File: src/rtl/core/tcf_pkg.sv
// Shared constants and types for the termcap cursor formatter.
package tcf_pkg;

	localparam logic [7:0] CH_NUL   = 8'h00;
	localparam logic [7:0] CH_PCT   = 8'h25;
	localparam logic [7:0] CH_ZERO  = 8'h30;
	localparam logic [7:0] CH_D     = 8'h64;
	localparam logic [7:0] CH_TWO   = 8'h32;
	localparam logic [7:0] CH_THREE = 8'h33;
	localparam logic [7:0] CH_DOT   = 8'h2e;
	localparam logic [7:0] CH_PLUS  = 8'h2b;
	localparam logic [7:0] CH_I     = 8'h69;
	localparam logic [7:0] CH_R     = 8'h72;
	localparam logic [7:0] CH_GT    = 8'h3e;

	localparam int BIN_W = 17;
	localparam int NDIG  = 5;
	localparam int BCD_W = 4 * NDIG;
	localparam logic [BIN_W-1:0] DEC_MAX = 17'd99999;

	localparam int ADD_W = 10;
	localparam logic [ADD_W-1:0] ADD_MAX = 10'd1023;

	localparam int MODE_W = 3;
	localparam logic [MODE_W-1:0] M_NORMAL = 3'd0;
	localparam logic [MODE_W-1:0] M_PCT    = 3'd1;
	localparam logic [MODE_W-1:0] M_PLUS   = 3'd2;
	localparam logic [MODE_W-1:0] M_GTX    = 3'd3;
	localparam logic [MODE_W-1:0] M_GTY    = 3'd4;
	localparam logic [MODE_W-1:0] M_DONE   = 3'd5;

	typedef struct packed {
		logic [7:0] data;
		logic       bv;
		logic       eos;
	} tcf_word_t;

endpackage

File: src/rtl/core/tcf_bcd.sv
// Bit-serial binary to BCD converter (shift and add-3), one bit per cycle.
module tcf_bcd (
	input  logic                       clk,
	input  logic                       arst_n,
	input  logic                       start,
	input  logic [tcf_pkg::BIN_W-1:0]  bin,
	output logic                       done,
	output logic [tcf_pkg::BCD_W-1:0]  bcd
);

	localparam int CNT_W = $clog2(tcf_pkg::BIN_W + 1);

	logic [tcf_pkg::BIN_W-1:0] bin_q;
	logic [tcf_pkg::BCD_W-1:0] bcd_q;
	logic [tcf_pkg::BCD_W-1:0] adj;
	logic [CNT_W-1:0]          cnt_q;
	logic                      busy_q;
	logic                      done_q;

	always_comb begin
		for (int i = 0; i < tcf_pkg::NDIG; i++) begin
			adj[4*i +: 4] = (bcd_q[4*i +: 4] >= 4'd5) ? bcd_q[4*i +: 4] + 4'd3
				: bcd_q[4*i +: 4];
		end
	end

	always_ff @(posedge clk or negedge arst_n) begin
		if (!arst_n) begin
			busy_q <= 1'b0;
			done_q <= 1'b0;
			cnt_q  <= '0;
		end else begin
			done_q <= 1'b0;
			if (start) begin
				busy_q <= 1'b1;
				cnt_q  <= CNT_W'(tcf_pkg::BIN_W);
			end else if (busy_q) begin
				cnt_q <= cnt_q - 1'b1;
				if (cnt_q == CNT_W'(1)) begin
					busy_q <= 1'b0;
					done_q <= 1'b1;
				end
			end
		end
	end

	always_ff @(posedge clk) begin
		if (start) begin
			bin_q <= bin;
			bcd_q <= '0;
		end else if (busy_q) begin
			bcd_q <= {adj[tcf_pkg::BCD_W-2:0], bin_q[tcf_pkg::BIN_W-1]};
			bin_q <= {bin_q[tcf_pkg::BIN_W-2:0], 1'b0};
		end
	end

	assign done = done_q;
	assign bcd  = bcd_q;

endmodule

File: src/rtl/core/tcf_oreg.sv
// Output word register between the formatter and the downstream channel.
module tcf_oreg (
	input  logic                 clk,
	input  logic                 arst_n,
	input  logic                 push_valid,
	input  tcf_pkg::tcf_word_t   push_word,
	output logic                 push_ready,
	output logic                 out_valid,
	input  logic                 out_ready,
	output logic [7:0]           out_byte,
	output logic                 byte_valid,
	output logic                 end_of_string
);

	logic               valid_q;
	tcf_pkg::tcf_word_t word_q;

	assign push_ready = !valid_q || out_ready;

	always_ff @(posedge clk or negedge arst_n) begin
		if (!arst_n) begin
			valid_q <= 1'b0;
		end else if (push_ready) begin
			valid_q <= push_valid;
		end
	end

	always_ff @(posedge clk) begin
		if (push_valid && push_ready) begin
			word_q <= push_word;
		end
	end

	assign out_valid     = valid_q;
	assign out_byte      = word_q.data;
	assign byte_valid    = word_q.bv;
	assign end_of_string = word_q.eos;

endmodule

File: src/rtl/core/termcap_cursor_formatter_core.sv
// Flow: a plain byte is registered in the hold word, then passed to the output register.
// Decimal codes go through the clamp, bit-serial BCD conversion and setup states,
// then one digit word per cycle while the output register accepts.
// A new input byte is taken only in idle, once the last one's output has been pushed;
// the 17-bit serial converter sets the decimal rate. Codes with no output, unless last, stay idle.
// Reset (arst_n low) clears the parse state, arguments and output valid at once.
module termcap_cursor_formatter_core #(
	parameter int OUT_LIMIT = 31,
	parameter int ARG_BITS  = 16
) (
	input  logic               clk,
	input  logic               arst_n,
	input  logic               in_valid,
	output logic               in_ready,
	input  logic [7:0]         cap_byte,
	input  logic               first,
	input  logic               last,
	input  logic signed [15:0] column,
	input  logic signed [15:0] row_arg,
	output logic               out_valid,
	input  logic               out_ready,
	output logic [7:0]         out_byte,
	output logic               byte_valid,
	output logic               end_of_string
);

	localparam int AW   = ARG_BITS + 2;
	localparam int XW   = (AW > 16) ? AW : 16;
	localparam int SW   = AW + 1;
	localparam int CMPW = (SW > tcf_pkg::BIN_W) ? SW : tcf_pkg::BIN_W + 1;
	localparam int CW   = $clog2(OUT_LIMIT + 1);
	localparam logic signed [AW-1:0] ARG_MAX = {1'b0, {(AW-1){1'b1}}};
	localparam logic signed [XW-1:0] ARG_HI  = {{(XW-AW+1){1'b0}}, {(AW-1){1'b1}}};
	localparam logic signed [XW-1:0] ARG_LO  = ~ARG_HI;

	localparam logic [2:0] S_IDLE  = 3'd0;
	localparam logic [2:0] S_EMIT  = 3'd1;
	localparam logic [2:0] S_CLAMP = 3'd2;
	localparam logic [2:0] S_CONV  = 3'd3;
	localparam logic [2:0] S_PREP  = 3'd4;
	localparam logic [2:0] S_DIG   = 3'd5;

	function automatic logic signed [AW-1:0] load_arg(input logic signed [15:0] x);
		logic signed [XW-1:0] xe;
		xe = XW'(x);
		if (xe > ARG_HI) begin
			return ARG_MAX;
		end else if (xe < ARG_LO) begin
			return ~ARG_MAX;
		end else begin
			return AW'(xe);
		end
	endfunction

	logic [2:0]                state_q;
	logic [tcf_pkg::MODE_W-1:0] mode_q;
	logic signed [AW-1:0]      arg0_q, arg1_q;
	logic [1:0]                ptr_q;
	logic [tcf_pkg::ADD_W-1:0] pend_q;
	logic [7:0]                thr_q;
	logic [CW-1:0]             cnt_q;
	logic                      last_q;
	logic [2:0]                wid_q;
	logic signed [SW-1:0]      sum_q;
	tcf_pkg::tcf_word_t        hold_q;
	logic [2:0]                dig_idx_q, dig_left_q;

	// current state as seen by this byte: a first byte restarts the string
	logic [tcf_pkg::MODE_W-1:0] e_mode, n_mode;
	logic signed [AW-1:0]      e_a0, e_a1, n_a0, n_a1, cur, a0_inc, a1_inc;
	logic [1:0]                e_ptr, n_ptr, ptr_inc;
	logic [tcf_pkg::ADD_W-1:0] e_pend, n_pend, pend_new;
	logic [tcf_pkg::ADD_W:0]   pend_sum;
	logic [7:0]                e_thr, n_thr, put_byte;
	logic [CW-1:0]             e_cnt;
	logic                      e_done, gt, act_put, act_dec;
	logic [2:0]                dec_wid;
	logic signed [SW-1:0]      sum_in;

	logic                       accept;
	logic                       bcd_start, bcd_done;
	logic [tcf_pkg::BIN_W-1:0]  clamp_val;
	logic [tcf_pkg::BCD_W-1:0]  bcd_val;
	logic [2:0]                 sig, ndig, kdig;
	logic [CW-1:0]              room;
	logic [3:0]                 cur_nib;
	logic                       push_valid, push_ready;
	tcf_pkg::tcf_word_t         push_word;

	assign in_ready = (state_q == S_IDLE);
	assign accept   = in_valid && in_ready;

	always_comb begin
		e_mode = first ? tcf_pkg::M_NORMAL : mode_q;
		e_a0   = first ? load_arg(row_arg) : arg0_q;
		e_a1   = first ? load_arg(column) : arg1_q;
		e_ptr  = first ? 2'd0 : ptr_q;
		e_pend = first ? '0 : pend_q;
		e_thr  = first ? 8'd0 : thr_q;
		e_cnt  = first ? '0 : cnt_q;
		e_done = (e_mode == tcf_pkg::M_DONE) || (e_cnt >= CW'(OUT_LIMIT));
		cur     = (e_ptr == 2'd0) ? e_a0 : e_a1;
		ptr_inc = (e_ptr == 2'd2) ? 2'd2 : e_ptr + 2'd1;
		a0_inc  = (e_a0 == ARG_MAX) ? e_a0 : e_a0 + AW'(1);
		a1_inc  = (e_a1 == ARG_MAX) ? e_a1 : e_a1 + AW'(1);
		gt      = cur > $signed({{(AW-8){1'b0}}, e_thr});
		pend_sum = {1'b0, e_pend} + {{(tcf_pkg::ADD_W-7){1'b0}}, cap_byte};
		pend_new = pend_sum[tcf_pkg::ADD_W] ? tcf_pkg::ADD_MAX
			: pend_sum[tcf_pkg::ADD_W-1:0];
		sum_in = $signed({cur[AW-1], cur})
			+ $signed({{(SW-tcf_pkg::ADD_W){1'b0}}, e_pend});

		n_mode   = e_mode;
		n_a0     = e_a0;
		n_a1     = e_a1;
		n_ptr    = e_ptr;
		n_pend   = e_pend;
		n_thr    = e_thr;
		act_put  = 1'b0;
		act_dec  = 1'b0;
		put_byte = cap_byte;
		dec_wid  = 3'd0;
		if (!e_done) begin
			if (cap_byte == tcf_pkg::CH_NUL) begin
				n_mode = tcf_pkg::M_DONE;
			end else begin
				unique case (e_mode)
					tcf_pkg::M_NORMAL: begin
						if (cap_byte == tcf_pkg::CH_PCT) begin
							n_mode = tcf_pkg::M_PCT;
						end else begin
							act_put = 1'b1;
						end
					end
					tcf_pkg::M_PCT: begin
						n_mode = tcf_pkg::M_NORMAL;
						unique case (cap_byte)
							tcf_pkg::CH_D, tcf_pkg::CH_TWO, tcf_pkg::CH_THREE: begin
								act_dec = 1'b1;
								n_ptr   = ptr_inc;
								n_pend  = '0;
								if (cap_byte == tcf_pkg::CH_TWO) begin
									dec_wid = 3'd2;
								end else if (cap_byte == tcf_pkg::CH_THREE) begin
									dec_wid = 3'd3;
								end
							end
							tcf_pkg::CH_DOT: begin
								act_put  = 1'b1;
								put_byte = cur[7:0] + e_pend[7:0];
								n_ptr    = ptr_inc;
								n_pend   = '0;
							end
							tcf_pkg::CH_PLUS: n_mode = tcf_pkg::M_PLUS;
							tcf_pkg::CH_I: begin
								n_a0 = a0_inc;
								n_a1 = a1_inc;
							end
							tcf_pkg::CH_R: begin
								n_a0 = e_a1;
								n_a1 = e_a0;
							end
							tcf_pkg::CH_GT: n_mode = tcf_pkg::M_GTX;
							default: act_put = 1'b1;
						endcase
					end
					tcf_pkg::M_PLUS: begin
						act_put  = 1'b1;
						put_byte = cur[7:0] + cap_byte;
						n_ptr    = ptr_inc;
						n_pend   = '0;
						n_mode   = tcf_pkg::M_NORMAL;
					end
					tcf_pkg::M_GTX: begin
						n_thr  = cap_byte;
						n_mode = tcf_pkg::M_GTY;
					end
					tcf_pkg::M_GTY: begin
						if (gt) begin
							n_pend = pend_new;
						end
						n_mode = tcf_pkg::M_NORMAL;
					end
					default: n_mode = tcf_pkg::M_DONE;
				endcase
			end
		end
		if (last) begin
			n_mode = tcf_pkg::M_DONE;
		end
	end

	// clamp to 0..99999 before conversion
	always_comb begin
		if (sum_q[SW-1]) begin
			clamp_val = '0;
		end else if (CMPW'($unsigned(sum_q)) > CMPW'(tcf_pkg::DEC_MAX)) begin
			clamp_val = tcf_pkg::DEC_MAX;
		end else begin
			clamp_val = tcf_pkg::BIN_W'($unsigned(sum_q));
		end
	end

	assign bcd_start = (state_q == S_CLAMP);

	tcf_bcd u_bcd (
		.clk    (clk),
		.arst_n (arst_n),
		.start  (bcd_start),
		.bin    (clamp_val),
		.done   (bcd_done),
		.bcd    (bcd_val)
	);

	// significant digits, padded width, and how many fit under the limit
	always_comb begin
		if (bcd_val[19:16] != 4'd0) begin
			sig = 3'd5;
		end else if (bcd_val[15:12] != 4'd0) begin
			sig = 3'd4;
		end else if (bcd_val[11:8] != 4'd0) begin
			sig = 3'd3;
		end else if (bcd_val[7:4] != 4'd0) begin
			sig = 3'd2;
		end else begin
			sig = 3'd1;
		end
		ndig    = (sig < wid_q) ? wid_q : sig;
		room    = CW'(OUT_LIMIT) - cnt_q;
		kdig    = (room < CW'(ndig)) ? room[2:0] : ndig;
		cur_nib = bcd_val[dig_idx_q*4 +: 4];
	end

	always_comb begin
		push_valid = 1'b0;
		push_word  = hold_q;
		if (state_q == S_EMIT) begin
			push_valid = 1'b1;
		end else if (state_q == S_DIG) begin
			push_valid     = 1'b1;
			push_word.data = tcf_pkg::CH_ZERO + {4'd0, cur_nib};
			push_word.bv   = 1'b1;
			push_word.eos  = last_q && (dig_left_q == 3'd1);
		end
	end

	tcf_oreg u_oreg (
		.clk           (clk),
		.arst_n        (arst_n),
		.push_valid    (push_valid),
		.push_word     (push_word),
		.push_ready    (push_ready),
		.out_valid     (out_valid),
		.out_ready     (out_ready),
		.out_byte      (out_byte),
		.byte_valid    (byte_valid),
		.end_of_string (end_of_string)
	);

	always_ff @(posedge clk or negedge arst_n) begin
		if (!arst_n) begin
			state_q    <= S_IDLE;
			mode_q     <= tcf_pkg::M_NORMAL;
			arg0_q     <= '0;
			arg1_q     <= '0;
			ptr_q      <= '0;
			pend_q     <= '0;
			thr_q      <= '0;
			cnt_q      <= '0;
			last_q     <= 1'b0;
			dig_idx_q  <= '0;
			dig_left_q <= '0;
		end else begin
			unique case (state_q)
				S_IDLE: begin
					if (accept) begin
						mode_q <= n_mode;
						arg0_q <= n_a0;
						arg1_q <= n_a1;
						ptr_q  <= n_ptr;
						pend_q <= n_pend;
						thr_q  <= n_thr;
						cnt_q  <= act_put ? e_cnt + CW'(1) : e_cnt;
						last_q <= last;
						if (act_put) begin
							state_q <= S_EMIT;
						end else if (act_dec) begin
							state_q <= S_CLAMP;
						end else if (last) begin
							state_q <= S_EMIT;
						end
					end
				end
				S_EMIT: begin
					if (push_ready) begin
						state_q <= S_IDLE;
					end
				end
				S_CLAMP: state_q <= S_CONV;
				S_CONV: begin
					if (bcd_done) begin
						state_q <= S_PREP;
					end
				end
				S_PREP: begin
					dig_idx_q  <= ndig - 3'd1;
					dig_left_q <= kdig;
					if (kdig != 3'd0) begin
						state_q <= S_DIG;
					end else if (last_q) begin
						state_q <= S_EMIT;
					end else begin
						state_q <= S_IDLE;
					end
				end
				S_DIG: begin
					if (push_ready) begin
						cnt_q      <= cnt_q + CW'(1);
						dig_idx_q  <= dig_idx_q - 3'd1;
						dig_left_q <= dig_left_q - 3'd1;
						if (dig_left_q == 3'd1) begin
							state_q <= S_IDLE;
						end
					end
				end
				default: state_q <= S_IDLE;
			endcase
		end
	end

	// hold word for single-byte results and the bare end marker, plus the decimal sum and width
	always_ff @(posedge clk) begin
		if (accept) begin
			sum_q <= sum_in;
			wid_q <= dec_wid;
			hold_q.data <= act_put ? put_byte : tcf_pkg::CH_NUL;
			hold_q.bv   <= act_put;
			hold_q.eos  <= last;
		end else if (state_q == S_PREP) begin
			hold_q.data <= tcf_pkg::CH_NUL;
			hold_q.bv   <= 1'b0;
			hold_q.eos  <= 1'b1;
		end
	end

endmodule

File: config.mk
export PLATFORM = sky130hd
export DESIGN_NAME = termcap_cursor_formatter_core
export DESIGN_NICKNAME = d
export VERILOG_FILES = /design/src/rtl/core/tcf_pkg.sv /design/src/rtl/core/tcf_bcd.sv /design/src/rtl/core/tcf_oreg.sv /design/src/rtl/core/termcap_cursor_formatter_core.sv
export SDC_FILE = /design/constraint.sdc
export NUM_CORES = 1
export LEC_CHECK = 0
export BUFFER_PORTS_ARGS = -buffer_cell sky130_fd_sc_hd__buf_2
export CAP_MARGIN = 5
export CELL_PAD_IN_SITES_DETAIL_PLACEMENT = 1
export CELL_PAD_IN_SITES_GLOBAL_PLACEMENT = 2
export CORE_ASPECT_RATIO = 0.7
export CORE_MARGIN = 2
export CORE_UTILIZATION = 25
export DETAILED_ROUTE_END_ITERATION = 8
export PLACE_DENSITY_LB_ADDON = 0.1
export REMOVE_ABC_BUFFERS = 1
export SLEW_MARGIN = 40
export SYNTH_ARGS = -nofsm -noshare
export SYNTH_HDL_FRONTEND = slang
export SYNTH_SLANG_ARGS = --single-unit
File: constraint.sdc
create_clock -name clk -period 3.98 [get_ports clk]
set_input_delay 0.199 -clock clk [delete_from_list [all_inputs] [get_ports clk]]
set_output_delay 0.199 -clock clk [all_outputs]
set_load 0.01 [all_outputs]
# [Yosys cells after proc, flatten, opt, wreduce, memory -nomap -nowiden]
# Cells that the tools add are included.
# W data, S select, Z words.
[classes] n_addsub=20 n_lt_le_gt_ge=14 eq_ne=30 n_shift=1 muxes=106 n_bitwise=2 n_reduce_logical=29
[op_table] op="$mux W18" n=15
[op_table] op="$mux W10" n=10
[op_table] op="$pmux W18 S2" n=2
[op_table] op="$mux W17" n=4
[op_table] op="$mux W8" n=8
[op_table] op="$mux W3" n=21
[op_table] op="$eq A8 B6 Y1 const B" n=6
[op_table] op="$add A18 B2 Y18 const B" n=2
[op_table] op="$eq A18 B18 Y1 const B" n=2
[op_table] op="$gt A16 B18 Y1 const B" n=2
[op_table] op="$lt A16 B18 Y1 const B" n=2
[op_table] op="$mux W5" n=6
[op_table] op="$pmux W10 S3" n=1
[op_table] op="$eq A8 B7 Y1 const B" n=3
[op_table] op="$ge A4 B3 Y1 const B" n=5
[op_table] op="$shiftx A20 B6 Y4" n=1
[op_table] op="$add A18 B11 Y19" n=1
[op_table] op="$gt A19 B17 Y1 const B" n=1
[op_table] op="$gt A18 B9 Y1" n=1
[op_table] op="$mux W2" n=9
[op_table] op="$pmux W3 S6" n=1
[op_table] op="$mux W1" n=17
[op_table] op="$add A4 B2 Y4 const B" n=4
[op_table] op="$add A8 B8 Y8" n=2
[op_table] op="43 further kinds" n=76
[word_totals] regBits=161 in_bits=46

# [Logic depth before layout (Yosys ltp)]
[logic_depth] word_depth=12 depth_mapped=23 ltp_nobuf=15

# [By module]
# Synthesis repeated with hierarchy kept, for this count alone.
[unflattened] cells_unflattened=1376 area_unflattened_um2=12278.0
[by_module_without_submodules] mod="termcap_cursor_formatter_core" instances=1 cells_per_inst=1147 area_each_um2=9645.5
[by_module_without_submodules] mod="tcf_bcd" instances=1 cells_per_inst=215 area_each_um2=2278.4
[by_module_without_submodules] mod="tcf_oreg" instances=1 cells_per_inst=14 area_each_um2=354.1

# [Least setup slack after synthesis]
# No wires, ideal clock.
[synth_path] kind="in2reg" startpoint="input first" endpoint="register sum_q[16], data pin" arrival_ps=4478 path_slack_ps=-768 path_stages=23 n_path_buf=10 path_cell_list="buf_6 buf_12 buf_8 buf_12 buf_4 buf_2 buf_2 nand2b_1 ha_1 clkbuf_1 clkbuf_1 buf_1 o21a_1 ha_1 inv_1 fa_1 nor2b_1 o21ai_0 a21boi_0 o41a_1 a31oi_1 nor4_1 xnor2_1"
[synth_via] elab_chain_cells=4 elab_cells_between_ends=7 cone_classes="add/sub: 1; mux: 5; reduce/logical: 1"
[synth_rtl] element="start, declared" line="termcap_cursor_formatter_core.sv:16" text="input logic first,"
[synth_rtl] element="$mux W2" line="termcap_cursor_formatter_core.sv:97" text="e_ptr = first ? 2'd0 : ptr_q;"
[synth_rtl] element="$logic_not A2 Y1" line="termcap_cursor_formatter_core.sv:102" text="cur = (e_ptr == 2'd0) ? e_a0 : e_a1;"
[synth_rtl] element="$mux W18" line="termcap_cursor_formatter_core.sv:102"
[synth_rtl] element="$add A18 B11 Y19 (*)" line="termcap_cursor_formatter_core.sv:111" text="+ $signed({{(SW-tcf_pkg::ADD_W){1'b0}}, e_pend});"
[synth_rtl] element="via sum_in[16]" line="termcap_cursor_formatter_core.sv:78" text="logic signed [SW-1:0] sum_in;"
[synth_rtl] element="end signal, assigned" line="termcap_cursor_formatter_core.sv:334" text="sum_q <= sum_in;"
[synth_rtl] element="end, declared" line="termcap_cursor_formatter_core.sv:64" text="logic signed [SW-1:0] sum_q;"
# The timed path passes the listed nets; every way through them passes the cells marked *.
# A chain may end at the register's enable or synchronous reset.

# [Final worst setup path]
[layout_path] startpoint="register u_bcd.bcd_q (netlist bit u_bcd.bcd[12])" endpoint="register state_q[0]"
[layout_via] elab_chain_cells=10
[layout_rtl] element="start, declared" line="tcf_bcd.sv:14" text="logic [tcf_pkg::BCD_W-1:0] bcd_q;"
[layout_rtl] element="start signal, assigned" line="tcf_bcd.sv:52" text="bcd_q <= {adj[tcf_pkg::BCD_W-2:0], bin_q[tcf_pkg::BIN_W-1]};"
[layout_rtl] element="$reduce_bool A4 Y1 (*)" line="termcap_cursor_formatter_core.sv:219" text="end else if (bcd_val[15:12] != 4'd0) begin"
[layout_rtl] element="$mux W3 (*)" line="termcap_cursor_formatter_core.sv:219"
[layout_rtl] element="$mux W3 (*)" line="termcap_cursor_formatter_core.sv:217" text="if (bcd_val[19:16] != 4'd0) begin"
[layout_rtl] element="$lt A3 B3 Y1" line="termcap_cursor_formatter_core.sv:228" text="ndig = (sig < wid_q) ? wid_q : sig;"
[layout_rtl] element="$mux W3 (*)" line="termcap_cursor_formatter_core.sv:228"
[layout_rtl] element="$lt A5 B3 Y1" line="termcap_cursor_formatter_core.sv:230" text="kdig = (room < CW'(ndig)) ? room[2:0] : ndig;"
[layout_rtl] element="$mux W3 (*)" line="termcap_cursor_formatter_core.sv:230"
[layout_rtl] element="$reduce_bool A3 Y1 (*)" line="termcap_cursor_formatter_core.sv:308" text="if (kdig != 3'd0) begin"
[layout_rtl] element="$mux W3 (*)" line="termcap_cursor_formatter_core.sv:308"
[layout_rtl] element="$pmux W3 S6 (*)" line="termcap_cursor_formatter_core.sv:274" text="unique case (state_q)"
[layout_rtl] element="end signal, assigned" line="termcap_cursor_formatter_core.sv:309" text="state_q <= S_DIG;"
[layout_rtl] element="end signal, assigned" line="termcap_cursor_formatter_core.sv:311" text="state_q <= S_EMIT;"
[layout_rtl] element="end signal, assigned" line="termcap_cursor_formatter_core.sv:313" text="state_q <= S_IDLE;"
[layout_rtl] element="end, declared" line="termcap_cursor_formatter_core.sv:55" text="logic [2:0] state_q;"
# Every way passes the cells marked *; elsewhere a longest branch is shown, timed or not.

==> flow_summary.json <==
{
  "clock_skew_ps": 26.1,
  "via_per_inst": 5.22,
  "p_leak_nw": 5.40,
  "clock_sinks": 160,
  "antenna_found_initial": 1,
  "vias": 11100,
  "max_cap_viol_count": 0,
  "startpoint_type": "flop",
  "hold_violations": 0,
  "rows": 67,
  "critPathRequiredTime_ps": 4330,
  "areaGrowthSynthToFinish_pct": 15.4,
  "synth_cells": 1386,
  "first_global_vias": 11400,
  "rsz0062_at_grt": "false",
  "grt_max_degree": 64,
  "die_h_um": 189,
  "p_total_mw": 7.67,
  "yosysSeqAreaShare_pct": 34.2,
  "avgSynthCellArea_sq_um": 8.85,
  "use_met2_pct": 28.7,
  "max_slew_margin_pct": 51.1,
  "yosys_register_bits": 160,
  "period_share_pct": 93.7,
  "path_class": "reg -> reg",
  "hold_slack_ps": 51.1,
  "portBuffers": 57,
  "drv_slew": 0,
  "clk_path_buf_depth": 2,
  "ir_drop_v": 0.000235,
  "ant_nets": 0,
  "async_flop_share_pct": 51.2,
  "cts_tree": "yes",
  "wire_per_inst_um": 22.6,
  "end_kind": "flop",
  "cp_max_fo": 5,
  "outcome": "finished, final reports clean",
  "fp.dieW_um": 269,
  "timing.final.crit_period_ps": 3730,
  "routed_wl_um": 48000,
  "nets": 1562,
  "cts_buffers": 17,
  "cts.clk_slew.worst_paths_ps": 70,
  "fmax_mhz": 268,
  "worstSkewPairLatency_ps": 480,
  "grt_usage_pct": 19.3,
  "place.detailed.hpwl_um": 36300,
  "initial_core_util_pct": 25.5,
  "clock_tree.htree_level_count": 4,
  "worst_pin_slew_ps": 713,
  "use_met1_pct": 28.8,
  "dr.pass1.iters": 5,
  "met3_usage_pct": 3.46,
  "ys_types": 106,
  "yosysWarningCount": 0,
  "synth_flop_cell": "dfrtp_1",
  "synth_edf_count": 58,
  "syn-cell-area_sq_mm": 0.0123,
  "drc": 0,
  "gp_congestion": 0.801,
  "drive_above_1_share_pct": 16.4,
  "drt-initial-drc-count": 711,
  "die_area_sq_mm": 0.0509,
  "worstHoldPathType": "in -> reg",
  "grt_pass1_wl_um": 73500,
  "power_density_mw_per_mm2": 542,
  "io_pins": 58,
  "cp.arrival_ps": 4080,
  "core_area_sq_mm": 0.0481,
  "grt_remaining_overflow": 0,
  "finalSetupViolCount": 0,
  "clockRootBuffer": "clkbuf_16",
  "grt_busiest_layer": "met1"
}
[cell type report]
type | count | area (sq um)
well taps | 655 | 820
flip-flops and latches | 160 | 4190
clock inverters | 14 | 126
multi-input cells | 1107 | 7600
inverters | 45 | 169
repair buffers | 123 | 813
fillers | 5661 | 34000
clock buffers | 18 | 429
diodes | 2 | 5.00
[sequential cells by signal, indices dropped and copies added (netlist names), 2 cells and up]
| signal | count |
|---|---|
| hold_q | 10 |
| wid_q | 2 |
| u_bcd.bcd | 20 |
| thr_q | 8 |
| u_oreg.out_byte | 8 |
| sum_q | 19 |
| dig_idx_q | 3 |
| mode_q | 3 |
| cnt_q | 5 |
| arg1_q | 18 |
| dig_left_q | 3 |
| ptr_q | 2 |
| arg0_q | 18 |
| pend_q | 10 |
| u_bcd.bin_q | 17 |
| u_bcd.cnt_q | 5 |
| state_q | 3 |
[Yosys cell counts, types with 19 or more instances]
| cell | number | area [sq um] |
|---|---|---|
| edfxtp_1 | 58 | 1740 |
| o21ai_0 | 90 | 450 |
| nand2b_1 | 34 | 213 |
| ha_1 | 59 | 738 |
| o21ai_1 | 30 | 150 |
| clkbuf_1 | 50 | 188 |
| nor2_1 | 139 | 522 |
| nand3_1 | 31 | 155 |
| nor3_1 | 38 | 190 |
| a31oi_1 | 20 | 125 |
| nor2b_1 | 25 | 156 |
| mux2_2 | 19 | 214 |
| a21oi_1 | 97 | 485 |
| xnor2_1 | 32 | 280 |
| nand2_1 | 134 | 503 |
| dfxtp_1 | 20 | 400 |
| inv_1 | 43 | 161 |
| mux2i_1 | 40 | 400 |
| dfrtp_1 | 82 | 2050 |
[timing repair]
action                                  CTS  global route
resized for setup                         1            11
pin swaps                                 0             1
hold buffers                              1             0
hold endpoints to repair                 22             0
setup buffers                             0             1
endpoints found under the setup margin    2            10
[cell usage in the layout, fill, tap and decap left out, types with 15 or more instances in the layout]
master	instances
xnor2_1	32
o21ai_1	32
nor2_1	137
ha_1	57
nor3_1	37
buf_2	55
inv_1	42
nand2b_1	34
clkbuf_16	17
buf_4	65
dfxtp_1	20
a31oi_1	20
a21oi_1	96
nand3_1	31
o21ai_0	87
nor2b_1	24
mux2i_1	40
dfrtp_1	82
mux2_2	19
xor2_1	15
edfxtp_1	58
nand2_1	133
[routing by layer]
metal | wire length (um) | vias up | part of all wire (%)
li1 | - | 5305 | -
met1 | 25400 | 5596 | 53
met2 | 20400 | 157 | 42
met3 | 1580 | 31 | 3.3
met4 | 552 | 0 | 1.2
met5 | 0 | - | 0
[final timing paths]
path                                            start                     end  slack, ps  depth (start not counted)
hold reg to reg                 pend_q[0]$_DFFE_PN0P_   pend_q[0]$_DFFE_PN0P_        490                          2
min in group asynchronous                      arst_n  arg1_q[13]$_DFFE_PN0P_        170                          2
setup / recovery           u_bcd.bcd[12]$_SDFFE_PP0P_  state_q[0]$_DFFE_PN0P_        250                         17
max in group asynchronous                      arst_n   mode_q[2]$_DFFE_PN0P_       2860                          3
setup reg to reg           u_bcd.bcd[12]$_SDFFE_PP0P_  state_q[0]$_DFFE_PN0P_        250                         17
hold / removal                                   last      last_q$_DFFE_PN0P_         50                          3
[critical path, cell delays in order, from the launching register on]
cell	delay, ps
dfxtp_1	430
inv_1	120
ha_1	210
nor3b_1	140
buf_4	160
nor2b_2	150
a21boi_2	150
ha_1	310
a21boi_0	130
o311ai_1	300
buf_4	200
ha_1	240
o21ai_1	130
nand2_1	120
o21ai_2	100
mux2_2	360
nor4bb_1	280
o21ai_1	80
[through the flow]
stage          utilization, %  cell area (sq um)  TNS, ps  cells  worst slack, ps
6_report                 29.4              14200        0   2124              249
5_1_grt                  29.4              14100        0   2122          0.00311
4_1_cts                  29.3              14100        0   2121             11.4
3_5_place_dp             28.1              13500        0   2088             3.76
3_3_place_gp             28.1              13500        0   2088              175
2_1_floorplan               -              11900     -365   1312            -43.6
[where the power goes]
| group | internal [mW] | switching [mW] | leakage [nW] | total (mW) |
|---|---|---|---|---|
| combinational | 1.27 | 2.09 | 3.39 | 3.35 |
| sequential | 2.23 | 0.408 | 1.73 | 2.64 |
| clock | 0.870 | 0.813 | 0.274 | 1.68 |
[cells by family after synthesis]
| family | count (synthesis) | share of synthesized area, % |
|---|---|---|
| AO/OA/AOI/OAI | 408 | 22.4 |
| XOR/XNOR | 47 | 3.36 |
| adder cells (fa/ha/maj) | 62 | 6.51 |
| buffers and inverters | 119 | 4.35 |
| flip-flops | 160 | 34.2 |
| multiplexers | 76 | 7.64 |
| AND/OR/NAND/NOR | 514 | 21.5 |
Note: power is estimated with default switching activity, not from simulation.
